`src/hw/rtl/i2cdws_pkg.sv`:
```
// ----------------------------------------------------------------------------
// I2C display write sequencer package
// Shared item types, command codes, bus action codes and reset constants.
// ----------------------------------------------------------------------------
package i2cdws_pkg;

	// Command codes carried in the cmd field of an input item.
	localparam logic CMD_REQUEST = 1'b0;
	localparam logic CMD_EVENT   = 1'b1;

	// Address byte with the write bit, used until software writes another.
	localparam logic [7:0] DEV_ADDR_RESET = 8'h78;

	// Bus action requested from the bit shifter.
	typedef enum logic [2:0] {
		ACT_NONE       = 3'd0,
		ACT_START_SEND = 3'd1,
		ACT_SEND       = 3'd2,
		ACT_SAMPLE     = 3'd3,
		ACT_STOP       = 3'd4,
		ACT_RELEASE    = 3'd5,
		ACT_START_STOP = 3'd6
	} action_t;

	// One input item: a transfer request or a shifter-done event.
	typedef struct packed {
		logic        cmd;
		logic [7:0]  ctrl_byte;
		logic [15:0] data_len;
		logic        repeat_payload;
		logic [7:0]  payload_byte;
		logic        nack_bit;
	} in_item_t;

	// One result item: the bus action and its side information.
	typedef struct packed {
		action_t     action;
		logic [7:0]  tx_byte;
		logic        advance_payload;
		logic        request_rejected;
		logic        transfer_done;
	} out_item_t;

endpackage

```
`src/hw/rtl/i2cdws_fsm.sv`:
```
// ----------------------------------------------------------------------------
// I2C display write sequencer state machine
// Holds the bus and byte phases and the transfer context, and turns one
// item per enabled cycle into one registered bus action.
// ----------------------------------------------------------------------------
module i2cdws_fsm (
	input  logic                   clk,
	input  logic                   arst_n,
	input  logic                   fire,
	input  i2cdws_pkg::in_item_t   item,
	input  logic [7:0]             dev_addr,
	output i2cdws_pkg::out_item_t  result
);

	typedef enum logic [1:0] {
		PH_IDLE   = 2'd0,
		PH_SAMPLE = 2'd1,
		PH_CHECK  = 2'd2,
		PH_STOP   = 2'd3
	} bus_phase_t;

	typedef enum logic [1:0] {
		BY_ADDR = 2'd0,
		BY_CTRL = 2'd1,
		BY_DATA = 2'd2
	} byte_phase_t;

	bus_phase_t            bus_q, bus_nxt;
	byte_phase_t           byte_q, byte_nxt;
	logic [7:0]            ctrl_q, ctrl_nxt;
	logic [15:0]           remain_q, remain_nxt;
	logic                  repeat_q, repeat_nxt;
	i2cdws_pkg::out_item_t result_q, result_nxt;

	// Next state and bus action for the item presented this cycle.
	always_comb begin
		bus_nxt    = bus_q;
		byte_nxt   = byte_q;
		ctrl_nxt   = ctrl_q;
		remain_nxt = remain_q;
		repeat_nxt = repeat_q;
		result_nxt = '0;
		result_nxt.action = i2cdws_pkg::ACT_NONE;

		if (item.cmd == i2cdws_pkg::CMD_REQUEST) begin
			if (bus_q != PH_IDLE) begin
				// A request during a transfer is dropped and flagged.
				result_nxt.request_rejected = 1'b1;
			end else begin
				ctrl_nxt   = item.ctrl_byte;
				remain_nxt = item.data_len;
				repeat_nxt = item.repeat_payload;
				byte_nxt   = BY_ADDR;
				if (item.data_len == 16'd0) begin
					// An empty transfer is only a start and a stop.
					result_nxt.action = i2cdws_pkg::ACT_START_STOP;
					bus_nxt = PH_STOP;
				end else begin
					result_nxt.action  = i2cdws_pkg::ACT_START_SEND;
					result_nxt.tx_byte = dev_addr;
					byte_nxt = BY_CTRL;
					bus_nxt  = PH_SAMPLE;
				end
			end
		end else begin
			unique case (bus_q)
				PH_SAMPLE: begin
					result_nxt.action = i2cdws_pkg::ACT_SAMPLE;
					bus_nxt = PH_CHECK;
				end
				PH_CHECK: begin
					if (item.nack_bit || remain_q == 16'd0) begin
						result_nxt.action = i2cdws_pkg::ACT_STOP;
						bus_nxt = PH_STOP;
					end else begin
						result_nxt.action = i2cdws_pkg::ACT_SEND;
						unique case (byte_q)
							BY_ADDR: begin
								result_nxt.tx_byte = dev_addr;
								byte_nxt = BY_CTRL;
							end
							BY_CTRL: begin
								result_nxt.tx_byte = ctrl_q;
								byte_nxt = BY_DATA;
							end
							default: begin
								// Payload byte; the source steps unless repeating.
								result_nxt.tx_byte = item.payload_byte;
								result_nxt.advance_payload = ~repeat_q;
								remain_nxt = remain_q - 16'd1;
							end
						endcase
						bus_nxt = PH_SAMPLE;
					end
				end
				PH_STOP: begin
					result_nxt.action = i2cdws_pkg::ACT_RELEASE;
					result_nxt.transfer_done = 1'b1;
					bus_nxt = PH_IDLE;
				end
				default: begin
					// Events while idle produce no bus action.
					result_nxt.action = i2cdws_pkg::ACT_NONE;
				end
			endcase
		end
	end

	// State and result register, updated once per processed item.
	always_ff @(posedge clk or negedge arst_n) begin
		if (!arst_n) begin
			bus_q    <= PH_IDLE;
			byte_q   <= BY_ADDR;
			ctrl_q   <= 8'd0;
			remain_q <= 16'd0;
			repeat_q <= 1'b0;
			result_q <= '0;
		end else if (fire) begin
			bus_q    <= bus_nxt;
			byte_q   <= byte_nxt;
			ctrl_q   <= ctrl_nxt;
			remain_q <= remain_nxt;
			repeat_q <= repeat_nxt;
			result_q <= result_nxt;
		end
	end

	assign result = result_q;

endmodule

```
`src/hw/rtl/i2c_display_write_sequencer_core.sv`:
```
// ----------------------------------------------------------------------------
// I2C display write sequencer core
// Write-only I2C master step sequencer: one bus action per input item.
// ----------------------------------------------------------------------------
// Every accepted item (a transfer request or a shifter-done event) yields
// exactly one result item. The block takes one item per clock cycle while
// req_stall is low; each item is held in the input register while the
// sequencer step computes the result register that drives the output.
// While a result is stalled the whole pipeline holds and req_stall is raised.
// The device address register may be written through the cfg channel, which
// is always ready; write it only while no transfer is pending.
module i2c_display_write_sequencer_core (
	input  logic                  clk,
	input  logic                  arst_n,
	// Item input channel
	input  logic                  req_valid,
	output logic                  req_stall,
	input  i2cdws_pkg::in_item_t  req_data,
	// Result output channel
	output logic                  rsp_valid,
	input  logic                  rsp_stall,
	output i2cdws_pkg::out_item_t rsp_data,
	// Device address register write channel
	input  logic                  cfg_valid,
	output logic                  cfg_ready,
	input  logic [7:0]            cfg_data
);

	logic                 advance;
	logic                 fire;
	logic                 valid_s1;
	i2cdws_pkg::in_item_t item_s1;
	logic                 rsp_valid_q;
	logic [7:0]           dev_addr_q;

	// The pipeline moves whenever the result register is free or being taken.
	assign advance   = ~(rsp_valid_q & rsp_stall);
	assign req_stall = ~advance;
	assign fire      = advance & valid_s1;
	assign cfg_ready = 1'b1;

	// Input register and result valid flag.
	always_ff @(posedge clk or negedge arst_n) begin
		if (!arst_n) begin
			valid_s1    <= 1'b0;
			rsp_valid_q <= 1'b0;
		end else if (advance) begin
			valid_s1    <= req_valid;
			rsp_valid_q <= valid_s1;
		end
	end

	always_ff @(posedge clk) begin
		if (advance && req_valid) begin
			item_s1 <= req_data;
		end
	end

	// Device address register.
	always_ff @(posedge clk or negedge arst_n) begin
		if (!arst_n) begin
			dev_addr_q <= i2cdws_pkg::DEV_ADDR_RESET;
		end else if (cfg_valid && cfg_ready) begin
			dev_addr_q <= cfg_data;
		end
	end

	// Sequencer step with its result register.
	i2cdws_fsm u_fsm (
		.clk      (clk),
		.arst_n   (arst_n),
		.fire     (fire),
		.item     (item_s1),
		.dev_addr (dev_addr_q),
		.result   (rsp_data)
	);

	assign rsp_valid = rsp_valid_q;

	// A result appears in the cycle after its item leaves the input register.
	a_result_follows_item: assert property (@(posedge clk) disable iff (!arst_n)
		advance |=> (rsp_valid == $past(valid_s1)))
		else $error("result valid does not track the input register");

	// Only a release reports the end of a transfer.
	a_done_is_release: assert property (@(posedge clk) disable iff (!arst_n)
		rsp_valid |-> (rsp_data.transfer_done ==
			(rsp_data.action == i2cdws_pkg::ACT_RELEASE)))
		else $error("transfer_done disagrees with the bus action");

	// A rejected request never comes with a bus action or a payload step.
	a_reject_no_action: assert property (@(posedge clk) disable iff (!arst_n)
		(rsp_valid && rsp_data.request_rejected) |->
			(rsp_data.action == i2cdws_pkg::ACT_NONE && !rsp_data.advance_payload))
		else $error("rejected request produced a bus action");

	// The source is only told to step on a plain byte send.
	a_advance_on_send: assert property (@(posedge clk) disable iff (!arst_n)
		(rsp_valid && rsp_data.advance_payload) |->
			(rsp_data.action == i2cdws_pkg::ACT_SEND))
		else $error("payload advance outside a byte send");

endmodule

```
`config.mk`:
```
export PLATFORM = sky130hd
export DESIGN_NAME = i2c_display_write_sequencer_core
export DESIGN_NICKNAME = d
export VERILOG_FILES = /design/src/hw/rtl/i2cdws_pkg.sv /design/src/hw/rtl/i2cdws_fsm.sv /design/src/hw/rtl/i2c_display_write_sequencer_core.sv
export SDC_FILE = /design/constraint.sdc
export NUM_CORES = 1
export LEC_CHECK = 0
export ABC_CLOCK_PERIOD_IN_PS = 1840
export BUFFER_PORTS_ARGS = -buffer_cell sky130_fd_sc_hd__buf_2
export CAP_MARGIN = 20
export CORE_MARGIN = 2
export CORE_UTILIZATION = 53
export CTS_BUF_LIST = sky130_fd_sc_hd__clkbuf_8
export DETAILED_ROUTE_END_ITERATION = 6
export PLACE_DENSITY_LB_ADDON = 0.12
export RECOVER_POWER = 100
export SYNTH_ARGS = -nofsm -noshare
export SYNTH_HDL_FRONTEND = slang
export SYNTH_SLANG_ARGS = --single-unit
export TNS_END_PERCENT = 1
```
`constraint.sdc`:
```
create_clock -name clk -period 1.84 [get_ports clk]
set_input_delay 0.368 -clock clk [delete_from_list [all_inputs] [get_ports clk]]
set_output_delay 0.368 -clock clk [all_outputs]
set_load 0.1 [all_outputs]
```
==> metrics.md <==
| Metric | Value |
|---|---|
| RSZ-0062 raised after global routing | true |
| Design area | 5200 µm² |
| Total Routed Length | 9.91 mm |
| # rows | 31 |
| Post-DR wirelength/cell | 17.2 µm |
| Synthesized Nets | 410 |
| First-pass GRT wire length | 15.9 mm |
| CTS tree | done |
| DR iter-0 viols | 179 |
| YS warnings | 0 |
| Synth cell types | 62 |
| Ys async rst share | 60.2% |
| Syn Area/Cell | 11.2 µm² |
| Ports | 65 |
| Reg2reg start | item_s1[34]$_DFFE_PP_ |
| Setup ws final | -0.00627 ns |
| Max clock buf depth | 2 |
| Max Cap Viol | 0 |
| Initial Util | 55.3% |
| Worst reg2reg path depth | 6 |
| Worst-skew pair later-pin latency | 0.36 ns |
| Worst EP required | about 2.1 ns |
| Violated checks | setup timing |
| All-Layer GR Usage | ~25% |
| CP Capture Type | flop |
| Setup WS pre-CTS | -0.0906 ns |
| Pin count of the biggest net entering global routing | 37 |
| Crit-path max cell delay | about 0.5 ns |
| CTS Buf Count | 9 |
| CTS root buf | clkbuf_8 |
| Critical path launch point type | flop |
| Area growth syn-to-layout | 28.9% |
| Minimum clock period | 1.85 ns |
| Ratio of cells with drive above 1 in the final layout | 37.6% |
| Crit Path Max Fanout | 5 |
| CP Cell Sequence | nor4bb_2 -> buf_4 -> nand4_1 -> buf_6 -> a31oi_1 -> a311oi_1 |
| EDFF count, synth | 35 |
| Vias in the first global route | ~3,200 |
| HPWL after DPL | 6.90 mm |
| CTS clock-pin slew for the worst setup and hold paths | 0.09 ns |
| Final cell count without fillers | 575 |
| Max Freq | about 0.54 GHz |
| GRT overflow | 0 |
| Main synth FF type | dfrtp_1 |
| Fillcell total | 551 |
| Stages on worst setup path | 6 |
| R2r setup slk | -0.006 ns |
| Via count | 3,350 |
| Final Skew | 0.0130 ns |
| CP Capture Point | u_fsm.remain_q[8]$_DFFE_PN0P_ |
| Most frequent cells in the layout | buf_2 (63), buf_4 (48), dfrtp_1 (47), nand2_1 (43), edfxtp_1 (35) |
| Worst hold path class | input port to flop |
| Post-Syn Area | just over 4000 µm² |
| Port buffer count | 63 |
| Pwr/cell area | 1300 nW/µm² |
| R2R Path End | u_fsm.remain_q[8]$_DFFE_PN0P_ |
| Gpl congestion | between 0.9 and 1 |
| Worst path bufs/invs | 2 |
| Status | finished with violations |
| Final setup fails | 1 |
| Die ar. | about 8300 µm² |
| Commonest non-fill, non-tap cell in the layout | buf_2 |
| Critical Path AT | 2.08 ns |
| Max VDD drop | a little over 0.7 mV |
| Number of synthesized register bits | 88 |
| CORE AREA | 7290 µm² |
| DR vias/cell | 5.83 |
| Sequential area share after synthesis | ~59% |
| Largest delay contributor family on the critical path | simple AND/OR/NAND/NOR gates |
| Final ANT Viol Nets | 0 |
| ANT cells | 0 |
| Die X | 91.2 µm |
| Drt pass-1 iters | 5 |
| Kind of critical path | flop to flop |
| Highest-delay cell along the critical path | edfxtp_1 |
| Count of pins over their slew limit | 0 |
| Fin crit share | 100% |
| Crit path launch | item_s1[34]$_DFFE_PP_ |
| Synthesized instance count | about 360 |
| H-tree levels | 3 |
| Final-report hold violation count | 0 |
| Antenna violations before repair | 0 |
| # placed instances | 554 |
| Leak Pwr | 0.00228 µW |
| Final net count | 520 |
| Die H | 91.2 µm |
| Worst Tran Pin Value | 0.753 ns |
| DRC errors left | 0 |
| Clock Sinks | 88 |
| Slew headroom | 49.8% |
| Placed inst area | 4860 µm² |
==> power by group <==
part / internal [µW] / leakage [µW] / switching, µW
clock: 645 / 0.000106 / 738
sequential: 2480 / 0.000982 / 403
combinational: 942 / 0.00119 / 1570
total: 4070 / 0.00228 / 2710
==> worst min path at each step <==
| stage | endpoint | cells after the start | slack [ns] | start |
|---|---|---|---|---|
| finish | item_s1[24]$_DFFE_PP_ | 1 | 0.18 | req_data[24] |
| global route | item_s1[9]$_DFFE_PP_ | 1 | 0.16 | req_data[9] |
| CTS | item_s1[32]$_DFFE_PP_ | 1 | 0.17 | req_data[32] |
| detailed placement | u_fsm.remain_q[7]$_DFFE_PN0P_ | 1 | 0.28 | arst_n |
| global placement | u_fsm.remain_q[7]$_DFFE_PN0P_ | 1 | 0.27 | arst_n |
| floorplan | dev_addr_q[0]$_DFFE_PN0P_ | 0 | 0.07 | arst_n |
==> cells by family (layout without fill, tap and decap cells) <==
logic type / Yosys count / after routing / share of synthesized area (%)
AOI/OAI and AO/OA: 99 / 99 / 17.4
other: 1 / 1 / 0.0930
muxes: 16 / 16 / 4.22
and+or+nand+nor: 123 / 123 / 15.4
DFF: 88 / 88 / 59.1
buffers and inverters: 33 / 148 / 3.54
adders and majority gates: 1 / 1 / 0.310
==> what timing repair did <==
item                       in CTS  in global routing
setup buffers                   0                  3
hold endpoints to repair        8                  0
hold buffers                    1                  0
gates resized for setup         9                 20
pin swaps                       1                 10
gates cloned                    0                  1
setup endpoints to repair      27                 38
==> synth_stat cells, types with 2 or more instances <==
| cell | count | share of area, % |
|---|---|---|
| mux2i_1 | 8 | 2.0 |
| mux2_2 | 8 | 2.2 |
| nand2b_1 | 4 | 0.62 |
| a21oi_1 | 18 | 2.2 |
| and2_1 | 2 | 0.31 |
| nor2_1 | 23 | 2.1 |
| buf_1 | 2 | 0.19 |
| nand3_1 | 7 | 0.87 |
| nand2_1 | 43 | 4.0 |
| a21o_1 | 3 | 0.56 |
| dfstp_2 | 4 | 2.6 |
| edfxtp_1 | 35 | 26 |
| buf_2 | 6 | 0.74 |
| a31oi_1 | 10 | 1.6 |
| nor3_1 | 12 | 1.5 |
| dfrtp_1 | 49 | 30 |
| nor4_2 | 2 | 0.62 |
| a41o_1 | 5 | 1.2 |
| o2111ai_1 | 2 | 0.43 |
| nor4_1 | 7 | 1.1 |
| nand4_1 | 6 | 0.93 |
| o21ai_0 | 10 | 1.2 |
| inv_1 | 7 | 0.65 |
| a211oi_1 | 5 | 0.93 |
| clkbuf_1 | 15 | 1.4 |
| or4_1 | 3 | 0.56 |
| o31ai_1 | 3 | 0.56 |
| a211o_1 | 3 | 0.65 |
| o21ai_1 | 11 | 1.4 |
| or3_1 | 3 | 0.47 |
| o31a_1 | 2 | 0.43 |
| a32oi_1 | 9 | 2.0 |
| and4_1 | 2 | 0.43 |
| a41oi_1 | 4 | 0.87 |
==> registers in the layout (all words and copies together) (netlist names) <==
name,cells
u_fsm.bus_q,2
valid_s1,1
item_s1,35
u_fsm.byte_q,2
u_fsm.remain_q,16
u_fsm.repeat_q,1
rsp_valid,1
dev_addr_q,8
u_fsm.result,14
u_fsm.ctrl_q,8
==> per-stage QoR <==
stage               hold slack (ns)  power (µW)  setup TNS, ns  util, %
finish                        0.177        6780       -0.00627     71.3
global route                  0.158        7130         -0.957     71.3
CTS                           0.165        6670        -0.0980     70.1
detailed placement            0.282        5250         -0.478     66.7
global placement              0.272        5210         -0.958     66.7
floorplan                    0.0724        4410         -0.315        -
==> metal layers <==
metal / global-route usage [%] / share of wire [%] / vias to the layer above
li1: - / - / 1585
met1: 37.0 / 46 / 1608
met2: 35.0 / 45 / 145
met3: 5.48 / 7.9 / 12
met4: 8.96 / 1.4 / 0
met5: 0 / 0 / -
==> area by class of cell <==
type                    instances  area, µm²  share of cell area [%]
flip-flops and latches         88       2390                    45.9
multi-input cells             240       1620                    31.1
repair buffers                124        838                    16.1
clock buffers                   9        124                    2.38
well taps                      99        124                    2.38
clock inverters                 7       77.6                    1.49
inverters                       8       30.0                   0.577
No activity file was read; power rests on OpenSTA's default activity.
